## config.mk

```make
export PLATFORM = sky130hd
export DESIGN_NAME = pkv_divider
export DESIGN_NICKNAME = d
export VERILOG_FILES = /design/src/design/pkv_pkg.sv /design/src/design/pkv_divider.sv
export SDC_FILE = /design/constraint.sdc
export NUM_CORES = 1
export LEC_CHECK = 0
export ABC_AREA = 1
export BUFFER_PORTS_ARGS = -buffer_cell sky130_fd_sc_hd__buf_2
export CORE_AREA = 2 2 77 79
export CTS_BUF_LIST = sky130_fd_sc_hd__clkbuf_8 sky130_fd_sc_hd__clkbuf_16
export CTS_CLUSTER_DIAMETER = 120
export DETAILED_ROUTE_END_ITERATION = 6
export DIE_AREA = 0 0 79 81
export PLACE_DENSITY = 0.86
export SLEW_MARGIN = 30
export SYNTH_ARGS = -nofsm -noshare
export SYNTH_HDL_FRONTEND = slang
export SYNTH_SLANG_ARGS = --single-unit
```

## constraint.sdc

```tcl
create_clock -name clock -period 2.41 [get_ports clock]
set_input_delay 0.3615 -clock clock [delete_from_list [all_inputs] [get_ports clock]]
set_output_delay 0.3615 -clock clock [all_outputs]
set_load 0.01 [all_outputs]
```

## src/design/pkv_pkg.sv

```systemverilog
package pkv_pkg;

   // default sizes
   localparam int NUM_PAGES_DEFAULT     = 64;
   localparam int MAX_SEQUENCES_DEFAULT = 16;

   // fixed field widths
   localparam int PAGE_W      = 6;
   localparam int FREE_CNT_W  = 7;
   localparam int SEQ_CNT_W   = 5;
   localparam int TAG_W       = 16;
   localparam int LEN_W       = 16;
   localparam int PSIZE_W     = 13;
   localparam int CSR_IDX_W   = 1;
   localparam int CSR_DATA_W  = 13;
   localparam int MAXP_W      = 7;
   localparam int DIVIDEND_W  = LEN_W + 1;
   localparam logic [PSIZE_W-1:0] PAGE_SIZE_RESET = 13'd16;

   // operation codes
   localparam logic OP_ALLOC = 1'b0;
   localparam logic OP_FREE  = 1'b1;

   // register indexes
   localparam logic [CSR_IDX_W-1:0] CSR_PAGE_SIZE = 1'b0;
   localparam logic [CSR_IDX_W-1:0] CSR_MAX_PAGES = 1'b1;

   // status codes
   typedef enum logic [1:0] {
      STATUS_OK      = 2'd0,
      STATUS_SHORT   = 2'd1,
      STATUS_FULL    = 2'd2,
      STATUS_UNKNOWN = 2'd3
   } status_type;

   // sequencer states
   typedef enum logic [3:0] {
      ST_IDLE,
      ST_FILL,
      ST_DIV,
      ST_DECIDE,
      ST_RECL_RD,
      ST_RECL_WR,
      ST_FREE_RD,
      ST_FREE_WR,
      ST_POP_SETUP,
      ST_POP_RD,
      ST_POP_WR,
      ST_DONE
   } state_type;

endpackage

```

## src/design/pkv_divider.sv

```systemverilog
module pkv_divider (
   input  logic                            clock,
   input  logic                            reset,
   input  logic                            start,
   input  logic [pkv_pkg::DIVIDEND_W-1:0]  dividend,
   input  logic [pkv_pkg::PSIZE_W-1:0]     divisor,
   output logic                            done,
   output logic [pkv_pkg::DIVIDEND_W-1:0]  quotient
);
   import pkv_pkg::*;

   localparam int STEP_W = $clog2(DIVIDEND_W + 1);

   logic                  busy_ff, busy_in;
   logic                  done_ff, done_in;
   logic [STEP_W-1:0]     step_ff, step_in;
   logic [PSIZE_W:0]      rem_ff, rem_in;
   logic [DIVIDEND_W-1:0] quo_ff, quo_in;
   logic [PSIZE_W-1:0]    dsr_ff, dsr_in;
   logic [PSIZE_W:0]      trial;

   // one restoring step per cycle, msb first
   always_comb begin
      busy_in = busy_ff;
      done_in = 1'b0;
      step_in = step_ff;
      rem_in  = rem_ff;
      quo_in  = quo_ff;
      dsr_in  = dsr_ff;
      trial   = {rem_ff[PSIZE_W-1:0], quo_ff[DIVIDEND_W-1]};
      if (start) begin
         busy_in = 1'b1;
         step_in = '0;
         rem_in  = '0;
         quo_in  = dividend;
         dsr_in  = divisor;
      end else if (busy_ff) begin
         if (trial >= {1'b0, dsr_ff}) begin
            rem_in = trial - {1'b0, dsr_ff};
            quo_in = {quo_ff[DIVIDEND_W-2:0], 1'b1};
         end else begin
            rem_in = trial;
            quo_in = {quo_ff[DIVIDEND_W-2:0], 1'b0};
         end
         step_in = step_ff + 1'b1;
         if (step_ff == STEP_W'(DIVIDEND_W - 1)) begin
            busy_in = 1'b0;
            done_in = 1'b1;
         end
      end
   end

   always_ff @(posedge clock) begin
      if (reset) begin
         busy_ff <= 1'b0;
         done_ff <= 1'b0;
      end else begin
         busy_ff <= busy_in;
         done_ff <= done_in;
      end
      step_ff <= step_in;
      rem_ff  <= rem_in;
      quo_ff  <= quo_in;
      dsr_ff  <= dsr_in;
   end

   assign done     = done_ff;
   assign quotient = quo_ff;

endmodule
```

==> metrics <==
outcome finished clean; initial cell density of the core 52.7%; maximum VDD drop 0.000390 V; DRT antenna net count 0; global-route congestion overflow total 0; Mapped Cells 386; Final Max Tran Viols 0; Final min period 2250 ps; final weighted congestion in routability-driven placement 1.01; Worst Tran Pin Value 793 ps; post-CTS setup-driven buffer insertion count 0; clock sinks 50; drt total wl 6740 um; global-route layer with the greatest usage met2; most frequent standard cell in the layout excluding fill and tap cells sky130_fd_sc_hd__nand2_1; wire length of the first global-routing pass 11000 um; wire length per cell 13.1 um; TritonRoute pass-1 iters 5; setup repair after global routing missed its margin false; cell seen most often among critical-path stages sky130_fd_sc_hd__nand2_1; setup skew after layout 9.96 ps; vias post-DR 2661; filler instances 512; distinct cell type count after synthesis 32; CP max stage cell sky130_fd_sc_hd__fa_1; P&R area growth vs syn 14.1%; Via density 5.19; placeable core area 0.00568 mm^2; top library cells by usage in the layout, fill and taps aside sky130_fd_sc_hd__nand2_1 (138), sky130_fd_sc_hd__inv_1 (64), sky130_fd_sc_hd__buf_2 (50); Worst path max stage delay 440 ps; global routing met1 resource utilization 26.0%; total global-route track usage 22.3%; fraction of final layout cells sized beyond drive strength 1 20.8%; leading post-synthesis cells by cell area sky130_fd_sc_hd__edfxtp_1 (30%), sky130_fd_sc_hd__nand2_1 (17%), sky130_fd_sc_hd__dfxtp_1 (13%); die outline area 0.00640 mm^2; Post-synth EDFFs 30; IO Port Bufs 50; dominant synthesized flop cell sky130_fd_sc_hd__edfxtp_1; TritonCTS clock tree done; element type at the critical path end register; total power of the final layout 1.84 mW; Mapped Avg Cell Area 7.75 um^2; clock buffer count from CTS 5; Die X-Extent 79 um; kind of path behind the tightest hold check in2reg; dominant cell type by area after synthesis sky130_fd_sc_hd__edfxtp_1; number of antenna cells inserted 0; PD cells 539 mW/mm^2; antenna violations before repair 0; met2 Use GR 38.9%; count of maximum capacitance violations 0; count of unresolved DRC violations after routing 0; post-DP HPWL 5150 um; pin count of the biggest net entering global routing 24; post-cts gate resize count 0; clock latency of the later-clocked register in the worst-skew pair 310 ps; 1st-iter DRT viols 219; CTS clock-pin slew for the worst setup and hold paths 90 ps; synthesized cell area 0.00299 mm^2; Critical Path, Cell by Cell inv_1 > ha_1 > inv_1 > fa_1 > nand2_1 > nand2_1 > nand3_1 > nand2_2 > nand2_2 > nand3_4 > nand2_1 > nand2_1; cell row count 28; number of nets in the final layout 486; final setup vio count 0; maximum level of the CTS H-tree 2; Critical Path Start Type register; Arrival @ worst endpoint 2310 ps; maximum achievable frequency 445 MHz; syn_nets 435; worst max-slew margin expressed relative to the limit 47.0%; number of buffers between clock root and the deepest sink 2; met3 usage 4.22%; period utilization 93.2%; number of hold violations in the final report 0; Synth warnings 0; Setup Total Neg Slack 0 ps; root buffer cell sky130_fd_sc_hd__clkbuf_8; worst-path fanout max 15; count of hold buffers inserted by post-cts repair 0; flip-flop and latch count after synthesis 50; number of top-level design ports 51; number of global-route vias before repair 2524; Post-synth ARST share 0%; Lkg Pwr 1.76 nW; Die Y-Extent 81 um; portion of the post-synthesis area used by sequential elements 43.5%; required time of the worst setup path 2480 ps; Setup Crit Path Kind reg2reg; Yosys top cell area share 30.1%
worst max-delay path, delay by kind of cell (launching register included):
family / cells / cell delay (ps)
buffers and inverters: 2 / 170
adder cells (fa/ha/maj): 2 / 590
flip-flops: 1 / 400
AND/OR/NAND/NOR: 8 / 840
path summary, 6_finish.rpt:
path / end / start / cells past startpoint / slack, ps
min: busy_ff / reset / 2 / 210
max: quotient[0] / quotient[16] / 12 / 160
min reg2reg: rem_ff[8] / rem_ff[8] / 2 / 480
max reg2reg: quotient[0] / quotient[16] / 12 / 160
area by class of cell:
cell class,count,area (um^2),share of cell area [%]
Inverter,70,263,7.70
Clock buffer,6,93.8,2.75
Timing Repair Buffer,54,280,8.22
Sequential cell,50,1300,38.2
Tap cell,75,93.8,2.75
Multi-Input combinational cell,256,1370,40.1
Clock inverter,2,12.5,0.367
cells by family (layout without fill, tap and decap cells):
family | Yosys count | count (layout) | synth area share, %
DFF | 50 | 50 | 43.5
xor gates and xnor gates | 6 | 6 | 1.76
buffers and inverters | 80 | 132 | 10.9
and+or+nand+nor | 219 | 219 | 33.8
adders and majority gates | 16 | 16 | 6.95
AOI/OAI and AO/OA | 15 | 15 | 3.10
metrics by stage:
stage	utilization (%)	worst slack (ps)	std cells	instance area, um^2	hold slack (ps)
floorplan	-	318	386	2990	431
global placement	58.2	335	505	3300	463
detailed placement	58.2	180	505	3300	467
CTS	60.1	177	513	3410	207
global route	60.1	20.7	513	3410	212
finish	60.1	165	513	3410	213
flip-flops by register name, summed over array words and instances, names as in the netlist:
register / cells
done: 1
quotient: 17
step_ff: 5
dsr_ff: 13
busy_ff: 1
rem_ff: 13
synthesized netlist by cell type (2+ instances only):
library cell	n
sky130_fd_sc_hd__nand2_1	138
sky130_fd_sc_hd__inv_1	63
sky130_fd_sc_hd__edfxtp_1	30
sky130_fd_sc_hd__nand3_1	26
sky130_fd_sc_hd__dfxtp_1	20
sky130_fd_sc_hd__nand4_1	18
sky130_fd_sc_hd__ha_1	15
sky130_fd_sc_hd__nor2_1	11
sky130_fd_sc_hd__a21oi_1	7
sky130_fd_sc_hd__nand2_2	7
sky130_fd_sc_hd__nand3_2	7
sky130_fd_sc_hd__inv_2	6
sky130_fd_sc_hd__buf_2	4
sky130_fd_sc_hd__clkbuf_1	4
sky130_fd_sc_hd__nor2_2	4
sky130_fd_sc_hd__nor3_1	3
sky130_fd_sc_hd__o21ai_0	3
sky130_fd_sc_hd__xnor2_1	3
sky130_fd_sc_hd__xor2_1	3
sky130_fd_sc_hd__o21ai_1	2
power breakdown:
part,total (mW),switching [mW],internal (mW)
combinational,0.294,0.187,0.107
clock,0.544,0.278,0.266
sequential,0.999,0.0292,0.970
metal layers:
layer / wire length (um) / vias up
met5: 0 / -
met4: 217 / 0
met3: 437 / 19
met2: 3310 / 115
met1: 2770 / 1200
li1: - / 1327
Note: power is estimated with default switching activity, not from simulation.
